$ cat src/design/cbd_pkg.sv
// ----------------------------------------------------------------------------
// cbd_pkg: shared types and constants for the chunked body decoder
// Parse phases, end-of-body status codes, the result record and the
// character helpers used by the size line parser.
// ----------------------------------------------------------------------------
package cbd_pkg;

  // Parse phase; line phases come first so a single compare finds them
  typedef enum logic [3:0] {
    PH_WS     = 4'd0,
    PH_SIGN   = 4'd1,
    PH_ZERO   = 4'd2,
    PH_X      = 4'd3,
    PH_DIGITS = 4'd4,
    PH_REST   = 4'd5,
    PH_DATA   = 4'd6,
    PH_TRAIL1 = 4'd7,
    PH_TRAIL2 = 4'd8,
    PH_STOP   = 4'd9
  } cbd_phase_t;

  // Reason given with the closing result of a body
  typedef enum logic [2:0] {
    ST_TERM      = 3'd0,
    ST_BOUNDARY  = 3'd1,
    ST_IN_LINE   = 3'd2,
    ST_MID_CHUNK = 3'd3,
    ST_NEGATIVE  = 3'd4,
    ST_OVERFLOW  = 3'd5
  } cbd_status_t;

  // One result item
  typedef struct packed {
    cbd_status_t status;
    logic        is_last;
    logic        data_valid;
    logic [7:0]  data_byte;
  } cbd_result_t;

  localparam logic [7:0] CH_CR    = 8'h0D;
  localparam logic [7:0] CH_LF    = 8'h0A;
  localparam logic [7:0] CH_SPACE = 8'h20;
  localparam logic [7:0] CH_HT    = 8'h09;
  localparam logic [7:0] CH_PLUS  = 8'h2B;
  localparam logic [7:0] CH_MINUS = 8'h2D;
  localparam logic [7:0] CH_ZERO  = 8'h30;
  localparam logic [7:0] CH_X_LC  = 8'h78;
  localparam logic [7:0] CH_X_UC  = 8'h58;

  // Whitespace as strtoul sees it: space, HT, LF, VT, FF, CR
  function automatic logic is_space(input logic [7:0] c);
    return (c == CH_SPACE) || ((c >= CH_HT) && (c <= CH_CR));
  endfunction

  // Hex digit decode: bit 4 marks a digit, bits 3:0 hold its value
  function automatic logic [4:0] hex_digit(input logic [7:0] c);
    logic [4:0] r;
    r = 5'd0;
    if (c >= 8'h30 && c <= 8'h39)      r = {1'b1, c[3:0]};
    else if (c >= 8'h61 && c <= 8'h66) r = {1'b1, c[3:0] + 4'd9};
    else if (c >= 8'h41 && c <= 8'h46) r = {1'b1, c[3:0] + 4'd9};
    return r;
  endfunction

endpackage

$ cat src/design/cbd_core.sv
// ----------------------------------------------------------------------------
// cbd_core: framing state and per-byte decode step
// Holds the parse state, works out the result for the byte in the input
// register and advances the state when that byte leaves the register.
// ----------------------------------------------------------------------------
module cbd_core import cbd_pkg::*; #(
  parameter int SIZE_BITS = 32
) (
  input  logic        clk,
  input  logic        rst_n,
  input  logic        step_en,
  input  logic [7:0]  byte_i,
  input  logic        last_i,
  output logic        has_result,
  output cbd_result_t result
);

  cbd_phase_t           phase_r, phase_nxt, ph_step, ph_a;
  logic                 begun_r, begun_nxt, begun_step;
  logic                 pcr_r, pcr_nxt, pcr_step;
  logic [SIZE_BITS-1:0] cnt_r, cnt_nxt, cnt_step, cnt_dec;
  logic                 neg_r, neg_nxt, neg_step;
  logic                 big_r, big_nxt, big_step;
  cbd_status_t          stop_r, stop_nxt, stop_step;
  logic                 data_step;
  logic [4:0]           hd;
  logic                 dig_ok;

  assign hd      = hex_digit(byte_i);
  assign cnt_dec = cnt_r - {{(SIZE_BITS-1){1'b0}}, 1'b1};

  // Decode one byte against the current state
  always_comb begin
    ph_step    = phase_r;
    begun_step = begun_r;
    pcr_step   = pcr_r;
    cnt_step   = cnt_r;
    neg_step   = neg_r;
    big_step   = big_r;
    stop_step  = stop_r;
    data_step  = 1'b0;
    ph_a       = phase_r;
    dig_ok     = 1'b0;
    case (phase_r)
      PH_WS, PH_SIGN, PH_ZERO, PH_X, PH_DIGITS, PH_REST: begin
        begun_step = 1'b1;
        if (pcr_r && byte_i == CH_LF) begin
          // CR LF closes the size line
          pcr_step   = 1'b0;
          begun_step = 1'b0;
          neg_step   = 1'b0;
          big_step   = 1'b0;
          if (big_r) begin
            stop_step = ST_OVERFLOW;
            ph_step   = PH_STOP;
          end else if (cnt_r == '0) begin
            stop_step = ST_TERM;
            ph_step   = PH_STOP;
          end else if (neg_r) begin
            stop_step = ST_NEGATIVE;
            ph_step   = PH_STOP;
          end else begin
            ph_step = PH_DATA;
          end
        end else begin
          // A held bare CR ends any digits begun so far
          if (pcr_r && phase_r != PH_WS && phase_r != PH_REST) ph_a = PH_REST;
          pcr_step = (byte_i == CH_CR);
          ph_step  = ph_a;
          if (byte_i != CH_CR) begin
            case (ph_a)
              PH_WS: begin
                if (is_space(byte_i)) begin
                  ph_step = PH_WS;
                end else if (byte_i == CH_PLUS || byte_i == CH_MINUS) begin
                  neg_step = (byte_i == CH_MINUS);
                  ph_step  = PH_SIGN;
                end else if (byte_i == CH_ZERO) begin
                  ph_step = PH_ZERO;
                end else if (hd[4]) begin
                  dig_ok = 1'b1;
                end else begin
                  ph_step = PH_REST;
                end
              end
              PH_SIGN: begin
                if (byte_i == CH_ZERO) ph_step = PH_ZERO;
                else if (hd[4])        dig_ok  = 1'b1;
                else                   ph_step = PH_REST;
              end
              PH_ZERO: begin
                if (byte_i == CH_X_LC || byte_i == CH_X_UC) ph_step = PH_X;
                else if (hd[4])                              dig_ok  = 1'b1;
                else                                         ph_step = PH_REST;
              end
              PH_X, PH_DIGITS: begin
                if (hd[4]) dig_ok  = 1'b1;
                else       ph_step = PH_REST;
              end
              default: ph_step = ph_a;
            endcase
            // Shift in a digit unless the top nibble would overflow
            if (dig_ok) begin
              ph_step = PH_DIGITS;
              if (big_r || cnt_r[SIZE_BITS-1 -: 4] != 4'd0) begin
                big_step = 1'b1;
              end else begin
                cnt_step = {cnt_r[SIZE_BITS-5:0], hd[3:0]};
              end
            end
          end
        end
      end
      PH_DATA: begin
        data_step = 1'b1;
        cnt_step  = cnt_dec;
        if (cnt_dec == '0) ph_step = PH_TRAIL1;
      end
      PH_TRAIL1: ph_step = PH_TRAIL2;
      PH_TRAIL2: begin
        ph_step  = PH_WS;
        cnt_step = '0;
      end
      default: ph_step = PH_STOP;
    endcase
  end

  // Next state: end of body returns everything to its reset value
  always_comb begin
    if (last_i) begin
      phase_nxt = PH_WS;
      begun_nxt = 1'b0;
      pcr_nxt   = 1'b0;
      cnt_nxt   = '0;
      neg_nxt   = 1'b0;
      big_nxt   = 1'b0;
      stop_nxt  = ST_TERM;
    end else begin
      phase_nxt = ph_step;
      begun_nxt = begun_step;
      pcr_nxt   = pcr_step;
      cnt_nxt   = cnt_step;
      neg_nxt   = neg_step;
      big_nxt   = big_step;
      stop_nxt  = stop_step;
    end
  end

  // Result for this byte
  always_comb begin
    result.data_valid = data_step;
    result.data_byte  = data_step ? byte_i : 8'd0;
    result.is_last    = last_i;
    result.status     = ST_TERM;
    if (last_i) begin
      if (ph_step == PH_STOP)                  result.status = stop_step;
      else if (ph_step == PH_DATA)             result.status = ST_MID_CHUNK;
      else if (ph_step <= PH_REST && begun_step) result.status = ST_IN_LINE;
      else                                     result.status = ST_BOUNDARY;
    end
    has_result = data_step || last_i;
  end

  // Advance the state as the byte is consumed
  always_ff @(posedge clk) begin
    if (!rst_n) begin
      phase_r <= PH_WS;
      begun_r <= 1'b0;
      pcr_r   <= 1'b0;
      cnt_r   <= '0;
      neg_r   <= 1'b0;
      big_r   <= 1'b0;
      stop_r  <= ST_TERM;
    end else if (step_en) begin
      phase_r <= phase_nxt;
      begun_r <= begun_nxt;
      pcr_r   <= pcr_nxt;
      cnt_r   <= cnt_nxt;
      neg_r   <= neg_nxt;
      big_r   <= big_nxt;
      stop_r  <= stop_nxt;
    end
  end

endmodule

$ cat src/design/cbd_out_reg.sv
// ----------------------------------------------------------------------------
// cbd_out_reg: result register
// Holds one result request until the downstream side takes it.
// ----------------------------------------------------------------------------
module cbd_out_reg import cbd_pkg::*; (
  input  logic        clk,
  input  logic        rst_n,
  input  logic        load,
  input  cbd_result_t res_i,
  input  logic        ready_i,
  output logic        valid_o,
  output cbd_result_t res_o,
  output logic        free_o
);

  logic        valid_r, valid_nxt;
  cbd_result_t res_r;

  assign free_o  = !valid_r || ready_i;
  assign valid_o = valid_r;
  assign res_o   = res_r;

  // Fill on load, drain on take
  always_comb begin
    if (load)         valid_nxt = 1'b1;
    else if (ready_i) valid_nxt = 1'b0;
    else              valid_nxt = valid_r;
  end

  always_ff @(posedge clk) begin
    if (!rst_n) valid_r <= 1'b0;
    else        valid_r <= valid_nxt;
  end

  // Hold the payload
  always_ff @(posedge clk) begin
    if (load) res_r <= res_i;
  end

endmodule

$ cat src/design/chunked_body_decoder.sv
// Path: a byte accepted at the input gives its result at the out_ ports
// after passing the input register, then the result register.
// Throughput: one byte per cycle unless out_tready holds back a result; the
// parse state is updated in the single step between the two registers.
// Reset: rst_n low clears the parse state and both register stages.
// ----------------------------------------------------------------------------
// chunked_body_decoder: HTTP chunked transfer framing removal
// Takes one body byte per request, strips size lines and chunk trailers, and
// passes payload bytes on with a status result at the end of each body.
// ----------------------------------------------------------------------------
module chunked_body_decoder import cbd_pkg::*; #(
  parameter int SIZE_BITS = 32
) (
  input  logic       clk,
  input  logic       rst_n,
  input  logic       in_tvalid,
  output logic       in_tready,
  input  logic [7:0] in_tdata,   // [7:0] in_byte
  input  logic       in_tlast,   // end_of_body
  output logic       out_tvalid,
  input  logic       out_tready,
  output logic [7:0] out_tdata,  // [7:0] data_byte
  output logic [3:0] out_tuser,  // [0] data_valid, [3:1] status
  output logic       out_tlast   // is_last
);

  logic        s1_valid_r, s1_valid_nxt;
  logic [7:0]  s1_byte_r;
  logic        s1_last_r;
  logic        s1_move, in_take;
  logic        has_result, out_free;
  cbd_result_t res, res_q;

  assign s1_move   = s1_valid_r && (!has_result || out_free);
  assign in_tready = !s1_valid_r || s1_move;
  assign in_take   = in_tvalid && in_tready;

  // Input register
  always_comb begin
    if (in_take)      s1_valid_nxt = 1'b1;
    else if (s1_move) s1_valid_nxt = 1'b0;
    else              s1_valid_nxt = s1_valid_r;
  end

  always_ff @(posedge clk) begin
    if (!rst_n) s1_valid_r <= 1'b0;
    else        s1_valid_r <= s1_valid_nxt;
  end

  always_ff @(posedge clk) begin
    if (in_take) begin
      s1_byte_r <= in_tdata;
      s1_last_r <= in_tlast;
    end
  end

  cbd_core #(.SIZE_BITS(SIZE_BITS)) u_core (
    .clk        (clk),
    .rst_n      (rst_n),
    .step_en    (s1_move),
    .byte_i     (s1_byte_r),
    .last_i     (s1_last_r),
    .has_result (has_result),
    .result     (res)
  );

  cbd_out_reg u_out (
    .clk     (clk),
    .rst_n   (rst_n),
    .load    (s1_move && has_result),
    .res_i   (res),
    .ready_i (out_tready),
    .valid_o (out_tvalid),
    .res_o   (res_q),
    .free_o  (out_free)
  );

  assign out_tdata = res_q.data_byte;
  assign out_tuser = {res_q.status, res_q.data_valid};
  assign out_tlast = res_q.is_last;

endmodule
$ cat config.mk
export PLATFORM = sky130hd
export DESIGN_NAME = chunked_body_decoder
export DESIGN_NICKNAME = d
export VERILOG_FILES = /design/src/design/cbd_pkg.sv /design/src/design/cbd_core.sv /design/src/design/cbd_out_reg.sv /design/src/design/chunked_body_decoder.sv
export SDC_FILE = /design/constraint.sdc
export NUM_CORES = 1
export LEC_CHECK = 0
export ABC_AREA = 1
export BUFFER_PORTS_ARGS = -buffer_cell sky130_fd_sc_hd__buf_4
export CORE_MARGIN = 5
export CORE_UTILIZATION = 30
export CTS_BUF_LIST = sky130_fd_sc_hd__clkbuf_2
export DETAILED_ROUTE_END_ITERATION = 7
export SYNTH_ARGS = -nofsm -noshare
export SYNTH_HDL_FRONTEND = slang
export SYNTH_SLANG_ARGS = --single-unit
$ cat constraint.sdc
create_clock -name clk -period 2.16 [get_ports clk]
set_input_delay 0.648 -clock clk [delete_from_list [all_inputs] [get_ports clk]]
set_output_delay 0.648 -clock clk [all_outputs]
set_load 0.1 [all_outputs]
# Word-level counts from Yosys, hierarchy flattened
# Cells that the tools add are included.
[classes]
n_addsub = 2
magnitude_cmp = 9
eq_ne = 29
muxes = 69
reduce_logical = 43
[op_table]
columns = ["operator", "count"]
rows = [
  ["32-bit 2-to-1 mux", 5],
  ["32-bit case mux with 3 select lines", 1],
  ["32-bit logical NOT", 2],
  ["4-bit 2-to-1 mux", 16],
  ["8-bit by 6-bit == test with 1-bit output, second input constant", 4],
  ["1-bit 2-to-1 mux", 32],
  ["4-bit case mux with 4 select lines", 2],
  ["32-bit by 1-bit subtractor with 32-bit output, second input constant", 1],
  ["4-bit by 3-bit == test with 1-bit output, second input constant", 6],
  ["3-bit 2-to-1 mux", 8],
  ["4-bit by 2-bit == test with 1-bit output, second input constant", 4],
  ["8-bit by 4-bit == test with 1-bit output, second input constant", 2],
  ["8-bit by 7-bit == test with 1-bit output, second input constant", 2],
  ["8-bit by 7-bit greater-or-equal comparator with 1-bit output, second input constant", 2],
  ["8-bit by 7-bit <= comparator with 1-bit output, second input constant", 2],
  ["5-bit 2-to-1 mux", 3],
  ["3-bit nonzero test", 5],
  ["6-bit AND reduction", 2],
  ["4-bit nonzero test", 3],
  ["1-bit logical AND", 11],
  ["3-bit by 2-bit inequality test with 1-bit output, second input constant", 3],
  ["4-bit by 1-bit == test with 1-bit output, second input constant", 2],
  ["4-bit == test, second input constant", 2],
  ["8-bit by 4-bit greater-or-equal comparator with 1-bit output, second input constant", 1],
  ["other kinds (18)", 31],
]
[totals]
register_bits = 67

# Logic depth before layout (Yosys ltp)
# Gate-level depths: netlist (run 1).
[depth]
word_depth = 22
ltp_mapped = 20
ltp_nobuf = 19

# Hierarchy
# A second synthesis (run 1) with hierarchy kept.
[hier_totals]
hier_cells = 701
area_unflattened_um2 = 4713.3
[modules_own_cells]
columns = ["module", "n_inst", "cells_per_inst", "area_per_inst_um2", "seq_area_each_um2"]
rows = [
  ["cbd_core", 1, 662, 3932.5, 860.8],
  ["cbd_out_reg", 1, 19, 436.7, 410.4],
  ["chunked_body_decoder", 1, 20, 344.1, 290.3],
]

# Worst setup path after synthesis (run 1)
# No wires, ideal clock.
[synth_timing]
kind = "reg-to-reg"
from = "register u_out.valid_r, in the netlist u_out.valid_o"
to = "register s1_byte_r[0], enable pin"
setup_ps = 284
arrival_ps = 2496
t_required_ps = 1876
setup_slack_ps = -619
path_stages_with_launch = 6
path_buffers = 0
path_cell_list = "dfxtp_1 -> inv_1 -> nor2_1 -> nand3_1 -> nand2_1 -> inv_1"
[synth_via]
elab_chain_len = 6
[synth_rtl]
columns = ["item", "line_no", "text"]
rows = [
  ["from (decl)", "cbd_out_reg.sv:16", "logic valid_r, valid_nxt;"],
  ["from (signal assigned)", "cbd_out_reg.sv:32", "else valid_r <= valid_nxt;"],
  ["1-bit logical NOT", "cbd_out_reg.sv:19", "assign free_o = !valid_r || ready_i;"],
  ["1-bit logical OR", "cbd_out_reg.sv:19", ""],
  ["1-bit logical OR", "chunked_body_decoder.sv:34", "assign s1_move = s1_valid_r && (!has_result || out_free);"],
  ["1-bit logical AND", "chunked_body_decoder.sv:34", ""],
  ["1-bit logical OR", "chunked_body_decoder.sv:35", "assign in_tready = !s1_valid_r || s1_move;"],
  ["named net in_tready", "chunked_body_decoder.sv:17", "output logic in_tready,"],
  ["1-bit logical AND", "chunked_body_decoder.sv:36", "assign in_take = in_tvalid && in_tready;"],
  ["named net in_take", "chunked_body_decoder.sv:30", "logic s1_move, in_take;"],
  ["to (signal assigned)", "chunked_body_decoder.sv:52", "s1_byte_r <= in_tdata;"],
  ["to (decl)", "chunked_body_decoder.sv:28", "logic [7:0] s1_byte_r;"],
]
# The timed path passes the listed nets, and every way through them passes these cells.
# A chain may end at the register's enable or synchronous reset.

# Worst setup path in the final report (run 1)
[layout_timing]
from = "register s1_byte_r[3]"
to = "register u_out.res_r, in the netlist u_out.res_o[11] (data pin)"
[layout_via]
elab_chain_len = 22
elab_cells_between_ends = 57
cone_classes = "9 x order compare; 10 x eq/ne; 29 x mux; 9 x reduce/logical"
[layout_rtl]
columns = ["item", "line_no", "text"]
rows = [
  ["8-bit by 7-bit greater-or-equal comparator with 1-bit output or 8-bit by 7-bit <= comparator with 1-bit output (tied branches)", "cbd_pkg.sv:61", "else if (c >= 8'h41 && c <= 8'h46) r = {1'b1, c[3:0] + 4'd9};"],
  ["1-bit logical AND", "cbd_pkg.sv:61", ""],
  ["5-bit 2-to-1 mux", "cbd_pkg.sv:61", ""],
  ["5-bit 2-to-1 mux", "cbd_pkg.sv:60", "else if (c >= 8'h61 && c <= 8'h66) r = {1'b1, c[3:0] + 4'd9};"],
  ["5-bit 2-to-1 mux", "cbd_pkg.sv:59", "if (c >= 8'h30 && c <= 8'h39) r = {1'b1, c[3:0]};"],
  ["1-bit 2-to-1 mux", "n/a", ""],
  ["1-bit 2-to-1 mux", "cbd_core.sv:87", "if (byte_i == CH_ZERO) ph_step = PH_ZERO;"],
  ["1-bit 2-to-1 mux", "cbd_core.sv:75", "end else if (byte_i == CH_PLUS || byte_i == CH_MINUS) begin"],
  ["[... 6 more ...]", "n/a", ""],
  ["4-bit 2-to-1 mux", "cbd_core.sv:70", "if (byte_i != CH_CR) begin"],
  ["4-bit 2-to-1 mux", "cbd_core.sv:47", "if (pcr_r && byte_i == CH_LF) begin"],
  ["4-bit case mux with 4 select lines", "cbd_core.sv:44", "case (phase_r)"],
  ["4-bit by 3-bit <= comparator with 1-bit output", "cbd_core.sv:158", "else if (ph_step <= PH_REST && begun_step) result.status = ST_IN_LINE;"],
  ["1-bit logical AND", "cbd_core.sv:158", ""],
  ["2-bit 2-to-1 mux", "cbd_core.sv:158", ""],
  ["3-bit 2-to-1 mux", "cbd_core.sv:157", "else if (ph_step == PH_DATA) result.status = ST_MID_CHUNK;"],
  ["3-bit 2-to-1 mux (*)", "cbd_core.sv:156", "if (ph_step == PH_STOP) result.status = stop_step;"],
  ["to (signal assigned)", "cbd_out_reg.sv:37", "if (load) res_r <= res_i;"],
  ["to (decl)", "cbd_out_reg.sv:17", "cbd_result_t res_r;"],
]
# Mark *: on every way between the ends. The rest lies on a longest branch, timed or not. The select of a mux whose other input is x is not followed.

==> flow_metrics.env, run 1 <==
export IMPL_area_used_by_multi_input_combinational_logic_um2=3280
export IMPL_cellPowerDensity_nw_per_um2=494
export IMPL_detailroute_via_count=5453
export IMPL_detail_route_iter0_violations=386
export IMPL_max_cap_violations=0
export IMPL_post_route_util_pct=45.1
export IMPL_worst_setup_path_startpoint="s1_byte_r[3]$_DFFE_PP_"
export IMPL_post_drt_wl_per_cell_um=13.8
export IMPL_tightest_slew_ns=0.601
export IMPL_count_of_synthesis_stage_warnings_from_yosys=0
export IMPL_hold_path_cell_count=1
export IMPL_dp_hpwl_um=11200
export IMPL_min_period_over_period_pct=103
export IMPL_ys_dominant_reg_cell="dfxtp_1"
export IMPL_dr_pass1_iters=5
export IMPL_die_width_um=137
export IMPL_synth_nets=770
export IMPL_worst_ir_drop_vdd_v=0.000284
export IMPL_die_area_um2=18700
export IMPL_reg2reg_slack_ns=-0.08
export IMPL_number_of_nets_in_the_final_layout=944
export IMPL_timing_final_setup_violations=12
export IMPL_setup_worst_path_start_class="flip-flop"
export IMPL_ys_top_cells_by_area="dfxtp_1, nand2_1, edfxtp_1"
export IMPL_yosys_cell_types_count=43
export IMPL_clock_skew_final_ns=0.0278
export IMPL_first_global_vias=5330
export IMPL_clockBufferDepth=2
export IMPL_f_max_ghz=0.447
export IMPL_cp_data_arrival_time_ns=2.60
export IMPL_final_hold_violation_count=0
export IMPL_floorplan_initialDensity_pct=30.4
export IMPL_required_time_of_the_worst_setup_path_ns=2.53
export IMPL_number_of_enable_flip_flop_cells_after_synthesis=22
export IMPL_rr_worst_depth=19
export IMPL_final_worst_setup_slack_ns=-0.0751
export IMPL_finalWirelength_um=15800
export IMPL_drv_slew=0
export IMPL_run_status="complete, but fails checks"
export IMPL_number_of_antenna_violations_at_the_first_check_in_global_routing=1
export IMPL_netlist_top_cells_count="nand2_1, nor2_1, inv_1"
export IMPL_drc_errors=0
export IMPL_worst_path_class_setup="reg -> reg"
export IMPL_final_seq_area_um2=1600
export IMPL_fp_coreArea_um2=15800
export IMPL_die_h_um=137
export IMPL_synthCells=750
export IMPL_io_pins=28
export IMPL_globalplace_congestion=0.902
export IMPL_worst_hold_check_path_type="in -> reg"
export IMPL_area_delta_synth_final_pct=48.4
export IMPL_grt_setup_unrepaired="true"
export IMPL_synth_top_cell_area_share_pct=18.7
export IMPL_globalRouteOverflowTotal=0
export IMPL_via_per_inst=4.76
export IMPL_cts_max_level=3
export IMPL_static_leakage_power_nw=3.44
export IMPL_grt_max_degree=34
export IMPL_clock_tree_root_cell="clkbuf_2"
export IMPL_min_delay_startpoint="in_tdata[2]"
export IMPL_hold_path_end="s1_byte_r[2]$_DFFE_PP_"
export IMPL_cts_reportedPaths_clkPinSlew_ns=0.20
export IMPL_placement_io_buffers=27
export IMPL_layout_cell_share_with_drive_strength_beyond_1_pct=39.9
export IMPL_yosysMostFrequentCell="nand2_1"
export IMPL_cts_buffers_inserted=9
export IMPL_slew_headroom_pct=59.5
export IMPL_critical_path_peak_fanout=4
export IMPL_endpoint_kind="flip-flop"
export IMPL_worst_r2r_endpoint="u_out.res_o[11]$_SDFFCE_PN0P_"
export IMPL_num_rows=46
export IMPL_ys_seq_elements=67
export IMPL_dpl_cell_count=1093
export IMPL_num_fill_cells=1572
export IMPL_finalHoldWorstSlack_ns=0.243
export IMPL_cts_num_sinks=67
export IMPL_critical_path_reg2reg_startpoint="s1_byte_r[3]$_DFFE_PP_"
export IMPL_setup_tns_final_ns=-0.263
export IMPL_synth_seq_area_share_pct=32.5
export IMPL_worst_skew_pair_late_latency_ns=0.58
export IMPL_grtUsageTotal_pct=17.6
export IMPL_postSynth_asyncResetShare_pct=0
export IMPL_finalNonFillerCells=1146
export IMPL_violations="setup timing"
export IMPL_syn_cell_area_um2=4810
export IMPL_antenna_left=0
export IMPL_cts_tree="yes"
export IMPL_yosysTopAreaCell="dfxtp_1"
export IMPL_grt_first_pass_wirelength_um=26000
export IMPL_finalCriticalPeriod_ns=2.24
export IMPL_avgSynthCellArea_um2=6.41
==> cell usage in the layout, fill, tap and decap left out, types with 10 or more instances in the layout <==
| cell type | synthesis | routed |
|---|---|---|
| a21oi_1 | 50 | 34 |
| inv_2 | 8 | 16 |
| dfxtp_1 | 45 | 29 |
| nor2_4 | 8 | 21 |
| o21ai_0 | 51 | 38 |
| nand3_1 | 45 | 36 |
| nand4_1 | 17 | 17 |
| clkbuf_2 | 1 | 10 |
| buf_4 | 2 | 168 |
| inv_1 | 84 | 74 |
| edfxtp_1 | 22 | 22 |
| nor2_2 | 13 | 23 |
| a21oi_2 | 1 | 17 |
| nor2_1 | 104 | 81 |
| nand2_1 | 209 | 180 |
| nand2_4 | 1 | 13 |
| buf_6 | 3 | 12 |
| nand2_2 | 9 | 26 |
==> logic make-up (layout without fill, tap and decap cells) <==
logic type      Yosys count  in the layout  share of synthesized area, %
other cells               0              1                             0
compound gates          128            128                          14.7
buf+inv                 117            296                          10.1
flops                    67             67                          32.5
xor+xnor                 12             12                          2.34
fa+ha+maj                 7              7                          1.82
simple gates            419            419                          38.6
==> through the flow <==
| stage | setup WS (ns) | power (mW) | instance area, um^2 |
|---|---|---|---|
| 2_1_floorplan | 0.00166 | 2.05 | 4820 |
| 3_3_place_gp | -0.135 | 2.51 | 6100 |
| 6_report | -0.0751 | 3.52 | 7130 |
| 4_1_cts | -0.129 | 3.48 | 6860 |
| 3_5_place_dp | -0.162 | 2.51 | 6100 |
| 5_1_grt | -0.246 | 3.75 | 7130 |
==> metal layers <==
| layer | global-route usage (%) | share of wire, % | vias to the layer above |
|---|---|---|---|
| met2 | 29.1 | 47 | 123 |
| met3 | 3.68 | 4.0 | 23 |
| li1 | - | - | 2788 |
| met4 | 5.82 | 2.1 | 0 |
| met5 | 0 | 0 | - |
| met1 | 22.7 | 47 | 2519 |
==> sequential cells by signal, indices dropped and copies added, names as in the netlist <==
signal,cells
s1_valid_r,1
s1_byte_r,8
u_core.big_r,1
u_core.pcr_r,1
u_core.cnt_r,32
s1_last_r,1
u_core.begun_r,1
u_core.stop_r,3
u_core.phase_r,4
u_out.valid_o,1
u_out.res_o,13
u_core.neg_r,1
==> worst max-delay path: stages, from the launching register on <==
cell	delay, ns
edfxtp_1	0.48
buf_4	0.18
nand2_1	0.14
inv_1	0.10
nand2_1	0.10
nand2_1	0.06
nand2_1	0.07
nand3_1	0.10
nand2_1	0.11
nand2_1	0.08
nand3_2	0.08
nand2_1	0.05
nand2_1	0.05
nand2_1	0.06
nand2_2	0.07
nand2_2	0.07
nand2_2	0.06
nand2_2	0.06
nor2_1	0.09
nor2_1	0.04
==> area by class of cell <==
class                           instances  share of cell area (%)
Tap cell                              216                    3.79
Inverter                               95                    5.14
Clock buffer                           10                   0.702
Timing Repair Buffer                  185                    21.0
Clock inverter                          6                   0.912
Multi-Input combinational cell        566                    46.0
Sequential cell                        67                    22.4
Antenna cell                            1                  0.0351
==> how the worst max path moves through the flow <==
stage                                                to  slack [ns]
final                     u_out.res_o[11]$_SDFFCE_PN0P_       -0.08
after floorplan           u_out.res_o[11]$_SDFFCE_PN0P_       0.002
after global routing      u_out.res_o[11]$_SDFFCE_PN0P_       -0.25
after CTS                                     in_tready       -0.13
after detailed placement  u_out.res_o[11]$_SDFFCE_PN0P_       -0.16
after global placement    u_out.res_o[11]$_SDFFCE_PN0P_       -0.13
==> where the power goes <==
part | total (mW) | internal (mW) | switching [mW]
combinational | 1.36 | 0.604 | 0.759
sequential | 1.37 | 1.33 | 0.0359
clock | 0.790 | 0.274 | 0.517
total | 3.52 | 2.21 | 1.31
==> timing repair <==
| item | CTS | global route |
|---|---|---|
| cloned | 1 | 0 |
| pin swaps | 52 | 37 |
| setup endpoints to repair | 37 | 43 |
| buffers inserted | 31 | 7 |
| hold buffers | 0 | 0 |
| gates resized for setup | 105 | 86 |
(Power assumes the default switching activity.)
==> run 2: changes to the inputs <==
--- a/config.mk
+++ b/config.mk
@@ -7,10 +7,13 @@
 export LEC_CHECK = 0
 export ABC_AREA = 1
 export BUFFER_PORTS_ARGS = -buffer_cell sky130_fd_sc_hd__buf_4
+export CELL_PAD_IN_SITES_DETAIL_PLACEMENT = 1
+export CELL_PAD_IN_SITES_GLOBAL_PLACEMENT = 2
 export CORE_MARGIN = 5
 export CORE_UTILIZATION = 30
 export CTS_BUF_LIST = sky130_fd_sc_hd__clkbuf_2
 export DETAILED_ROUTE_END_ITERATION = 7
+export PLACE_DENSITY_LB_ADDON = 0.1
 export SYNTH_ARGS = -nofsm -noshare
 export SYNTH_HDL_FRONTEND = slang
 export SYNTH_SLANG_ARGS = --single-unit
==> flow_metrics.env, run 2 (synthesis results as in run 1) <==
export IMPL_run_status="complete, but fails checks"
export IMPL_violations="setup timing"
export IMPL_drc_errors=0
export IMPL_cellPowerDensity_nw_per_um2=489
export IMPL_grt_max_degree=24
export IMPL_worst_skew_pair_late_latency_ns=0.61
export IMPL_switching_share_of_power_pct=40.8
export IMPL_endpoint_kind="flip-flop"
export IMPL_die_area_um2=18700
export IMPL_cts_max_level=3
export IMPL_p_clk_share_pct=21.4
export IMPL_critical_path_n_buffers_inverters=2
export IMPL_largest_register_ff_count=32
export IMPL_floorplan_initialDensity_pct=30.4
export IMPL_worst_path_max_delay_cell="dfxtp_4"
export IMPL_clock_tree_root_cell="clkbuf_2"
export IMPL_cts_num_sinks=67
export IMPL_cp_data_arrival_time_ns=2.86
export IMPL_final_cell_area_um2=7820
export IMPL_post_drt_wl_per_cell_um=17.5
export IMPL_cts_reportedPaths_clkPinSlew_ns=0.26
export IMPL_number_of_antenna_violations_at_the_first_check_in_global_routing=1
export IMPL_min_period_over_period_pct=110
export IMPL_worst_path_class_setup="reg -> reg"
export IMPL_internal_power_mw=2.26
export IMPL_grt_util_met1_pct=26.0
export IMPL_cts_tree="yes"
export IMPL_top_register="u_core.cnt_r"
export IMPL_timing_final_setup_violations=36
export IMPL_use_met3_pct=4.12
export IMPL_fp_coreArea_um2=15800
export IMPL_detail_route_iter0_violations=229
export IMPL_tightest_slew_ns=0.441
export IMPL_io_pins=28
export IMPL_static_leakage_power_nw=3.74
export IMPL_dpl_instance_area_um2=6460
export IMPL_clockBufferDepth=2
export IMPL_grt_busiest_layer="met2"
export IMPL_critical_path_peak_fanout=4
export IMPL_power_frac_seq_pct=35.9
export IMPL_dr_pass1_iters=4
export IMPL_final_hold_violation_count=0
export IMPL_max_cap_violations=0
export IMPL_area_delta_synth_final_pct=62.5
export IMPL_grtUsageTotal_pct=22.9
export IMPL_list_of_cells_traversed_by_the_critical_path="nor2_4, nand2_4, nor2_4, buf_6, nand2_4, nand2_4, nand4_1, nor2_1, nand3_1, nor2_2, nand3_2, nand3_4, nand2_4, buf_4, nor3_2"
export IMPL_globalplace_congestion=0.849
export IMPL_finalWirelength_um=20900
export IMPL_drv_slew=0
export IMPL_worst_hold_check_path_type="in -> reg"
export IMPL_clock_skew_final_ns=0.0352
export IMPL_placement_io_buffers=27
export IMPL_die_h_um=137
export IMPL_grt_setup_unrepaired="true"
export IMPL_antenna_left=0
export IMPL_number_of_nets_in_the_final_layout=989
export IMPL_most_used_cells_in_the_layout_excluding_fill_and_tap_cells="buf_4, nand2_1, inv_1, nor2_1, nand2_2"
export IMPL_final_worst_setup_slack_ns=-0.223
export IMPL_finalHoldWorstSlack_ns=0.209
export IMPL_detailroute_via_count=5848
export IMPL_layout_commonest_cell="buf_4"
export IMPL_worst_ir_drop_vdd_v=0.000353
export IMPL_required_time_of_the_worst_setup_path_ns=2.63
export IMPL_combinationalPowerShare_pct=42.8
export IMPL_worst_path_most_repeated_cell="nand2_4"
export IMPL_finalCriticalPeriod_ns=2.38
export IMPL_grt_first_pass_wirelength_um=33000
export IMPL_setup_tns_final_ns=-3.82
export IMPL_cts_buffers_inserted=9
export IMPL_grtUsageMet2_pct=42.4
export IMPL_slew_headroom_pct=70.5
export IMPL_crit_family="simple AND/OR/NAND/NOR gates"
export IMPL_dp_hpwl_um=15000
export IMPL_switchingPower_mw=1.56
export IMPL_num_rows=46
export IMPL_die_width_um=137
export IMPL_f_max_ghz=0.420
export IMPL_timing_critical_path_slowest_cell_delay_ns=0.43
export IMPL_first_global_vias=6369
export IMPL_pre_cts_slack_ns=-0.289
export IMPL_setup_worst_path_start_class="flip-flop"
export IMPL_via_per_inst=4.91
export IMPL_layout_cell_share_with_drive_strength_beyond_1_pct=46.1
export IMPL_globalRouteOverflowTotal=0
## run 2: metrics by stage
stage	utilization [%]	std cells	power, mW
6_report	49.4	1191	3.82
5_1_grt	49.4	1191	4.05
2_1_floorplan	-	750	2.05
3_3_place_gp	40.8	1137	2.64
4_1_cts	47.4	1181	3.75
3_5_place_dp	40.8	1137	2.67
## run 2: layout make-up
cell class	instances	area, um^2
Sequential cell	67	1590
Inverter	95	382
Fill cell	2014	8010
Tap cell	216	270
Timing Repair Buffer	230	1950
Multi-Input combinational cell	566	3510
Clock buffer	9	45.0
Clock inverter	7	65.1
Antenna cell	1	2.50
## run 2: layer usage
layer,wire [um],share of wire (%),vias to the layer above
met5,0,0,-
met3,502,2.4,38
li1,-,-,2875
met4,596,2.9,0
met2,11200,54,73
met1,8520,41,2862
## run 2: final timing paths
check	cells past startpoint	slack, ns	start	end
min	1	0.21	in_tdata[6]	s1_byte_r[6]$_DFFE_PP_
max	15	-0.22	u_core.cnt_r[2]$_SDFFE_PN0P_	u_out.res_o[12]$_SDFFCE_PN0P_
min reg2reg	2	0.46	u_core.stop_r[1]$_SDFFE_PN0P_	u_core.stop_r[1]$_SDFFE_PN0P_
max reg2reg	15	-0.22	u_core.cnt_r[2]$_SDFFE_PN0P_	u_out.res_o[12]$_SDFFCE_PN0P_
## run 2: power by group through the flow
stage	Sequential, mW	Clock, mW	Combinational, mW
floorplan	1.42	0	0.631
CTS	1.37	0.845	1.53
finish	1.37	0.816	1.63
detailed placement	1.39	0	1.28
global placement	1.39	0	1.25
global route	1.38	0.913	1.77
## run 2: worst reg2reg max path, delay by kind of cell (launching register included)
family / cells / cell delay (ns)
simple gates: 13 / 1.56
buf+inv: 2 / 0.28
flops: 1 / 0.43
## run 2: timing repair
action / in CTS / in global routing
pin swaps: 51 / 40
cloned: 2 / 0
resized for setup: 197 / 66
endpoints found under the hold margin: 0 / 0
setup buffers: 26 / 9
hold buffers: 0 / 0
endpoints found under the setup margin: 41 / 43
==> run 3: changes to the inputs <==
--- a/config.mk
+++ b/config.mk
@@ -17,3 +17,4 @@
 export SYNTH_ARGS = -nofsm -noshare
 export SYNTH_HDL_FRONTEND = slang
 export SYNTH_SLANG_ARGS = --single-unit
+export TNS_END_PERCENT = 10
==> flow_metrics.env, run 3 (synthesis results as in run 1) <==
export IMPL_area_used_by_multi_input_combinational_logic_um2=3270
export IMPL_worst_hold_check_path_type="in -> reg"
export IMPL_worst_setup_path_startpoint="s1_byte_r[0]$_DFFE_PP_"
export IMPL_cts_buffers_inserted=9
export IMPL_max_cap_violations=0
export IMPL_violations="setup timing"
export IMPL_f_max_ghz=0.412
export IMPL_largest_register_ff_count=32
export IMPL_post_drt_wl_per_cell_um=17.1
export IMPL_antenna_left=0
export IMPL_layout_cell_share_with_drive_strength_beyond_1_pct=41.0
export IMPL_finalCriticalPeriod_ns=2.42
export IMPL_clockBufferDepth=2
export IMPL_critical_path_reg2reg_startpoint="s1_byte_r[0]$_DFFE_PP_"
export IMPL_num_rows=46
export IMPL_static_leakage_power_nw=3.52
export IMPL_hold_path_cell_count=1
export IMPL_detail_route_iter0_violations=220
export IMPL_globalRouteOverflowTotal=0
export IMPL_grt_max_degree=24
export IMPL_cellPowerDensity_nw_per_um2=514
export IMPL_die_area_um2=18700
export IMPL_endpoint_kind="flip-flop"
export IMPL_cts_num_sinks=67
export IMPL_cts_tree="yes"
export IMPL_grt_first_pass_wirelength_um=32400
export IMPL_clock_skew_final_ns=0.0341
export IMPL_grt_setup_unrepaired="true"
export IMPL_cts_max_level=3
export IMPL_number_of_nets_in_the_final_layout=966
export IMPL_min_period_over_period_pct=112
export IMPL_dpl_instance_area_um2=6390
export IMPL_slew_headroom_pct=57.6
export IMPL_most_used_cells_in_the_layout_excluding_fill_and_tap_cells="buf_4, nand2_1, nor2_1"
export IMPL_tightest_slew_ns=0.629
export IMPL_area_delta_synth_final_pct=52.7
export IMPL_rr_worst_depth=16
export IMPL_final_worst_setup_slack_ns=-0.265
export IMPL_setup_tns_final_ns=-5.47
export IMPL_floorplan_initialDensity_pct=30.4
export IMPL_die_h_um=137
export IMPL_required_time_of_the_worst_setup_path_ns=2.53
export IMPL_final_seq_area_um2=1590
export IMPL_drv_slew=0
export IMPL_fp_coreArea_um2=15800
export IMPL_layout_commonest_cell="buf_4"
export IMPL_critical_path_peak_fanout=4
export IMPL_via_per_inst=4.91
export IMPL_run_status="complete, but fails checks"
export IMPL_clock_tree_root_cell="clkbuf_2"
export IMPL_cts_reportedPaths_clkPinSlew_ns=0.26
export IMPL_dp_hpwl_um=15000
export IMPL_final_hold_violation_count=0
export IMPL_die_width_um=137
export IMPL_worst_skew_pair_late_latency_ns=0.60
export IMPL_io_pins=28
export IMPL_worst_path_class_setup="reg -> reg"
export IMPL_final_cell_area_um2=7340
export IMPL_globalplace_congestion=0.916
export IMPL_placement_io_buffers=27
export IMPL_timing_final_setup_violations=39
export IMPL_antenna_cells_inserted=0
export IMPL_drc_errors=0
export IMPL_worst_ir_drop_vdd_v=0.000269
export IMPL_cp_data_arrival_time_ns=2.79
export IMPL_first_global_vias=6204
export IMPL_number_of_antenna_violations_at_the_first_check_in_global_routing=0
export IMPL_setup_worst_path_start_class="flip-flop"
export IMPL_finalWirelength_um=20000
export IMPL_dr_pass1_iters=4
export IMPL_top_register="u_core.cnt_r"
export IMPL_num_fill_cells=2057
export IMPL_min_delay_startpoint="in_tdata[1]"
export IMPL_detailroute_via_count=5727
export IMPL_grtUsageTotal_pct=22.3
## run 3: cell types whose count changed in the layout (fill, tap and decap cells not counted), moves of 4 or more
cell     before  now
nand2_4      17   10
buf_8         4    0
inv_2         9   14
nand2_1     162  184
dfxtp_2       9   14
buf_6        22   11
buf_4       196  187
a21oi_1      31   36
dfxtp_1      32   27
nand2_2      40   25
nor2_2       26   21
## run 3: area by class of cell
| type | count | area share [%] |
|---|---|---|
| clock buffer | 9 | 0.613 |
| clock inverter | 7 | 1.11 |
| inverter | 95 | 4.94 |
| multi-input combinational | 566 | 44.5 |
| sequential | 67 | 21.7 |
| tap | 216 | 3.68 |
| timing repair buffer | 207 | 23.5 |
## run 3: worst max-delay path, cell delays in order (launching register included)
cell      delay [ns]
edfxtp_1        0.56
inv_2           0.13
buf_6           0.13
ha_4            0.15
nand2_4         0.08
nor2_4          0.18
inv_2           0.06
nand3b_1        0.09
nand3_2         0.13
nor2_1          0.11
nand2_1         0.07
nand2_1         0.07
nand2_2         0.08
nand3_4         0.13
nand3_2         0.08
nand2_1         0.08
nor2_1          0.05
## run 3: final timing paths
kind	to	slack (ns)
max	u_out.res_o[11]$_SDFFCE_PN0P_	-0.26
min	s1_byte_r[1]$_DFFE_PP_	0.19
max reg2reg	u_out.res_o[11]$_SDFFCE_PN0P_	-0.26
min reg2reg	u_core.stop_r[1]$_SDFFE_PN0P_	0.46
## run 3: routing by layer
layer | vias up | track usage (%) | part of all wire [%]
li1 | 2826 | - | -
met2 | 86 | 41.2 | 52
met3 | 27 | 3.27 | 3.5
met1 | 2788 | 26.3 | 42
met4 | 0 | 7.05 | 2.4
met5 | - | 0 | 0
## run 3: per-stage QoR
step	power [mW]	std cells	util (%)	hold WS (ns)	worst slack [ns]
2_1_floorplan	2.05	750	-	0.413	-0.0691
3_3_place_gp	2.64	1127	40.4	0.425	-0.293
3_5_place_dp	2.67	1127	40.4	0.434	-0.354
4_1_cts	3.76	1162	44.9	0.131	-0.179
5_1_grt	4.02	1167	46.4	0.123	-0.437
6_report	3.77	1167	46.4	0.193	-0.265
## run 3: power breakdown
part	switching, mW	internal, mW
logic	0.839	0.685
registers	0.0327	1.34
clock network	0.594	0.286
## run 3: timing repair
item,CTS,global route
cloned,2,0
hold buffers,0,0
setup endpoints to repair,41,43
pin swaps,44,30
gates resized for setup,124,65
buffers inserted,17,6
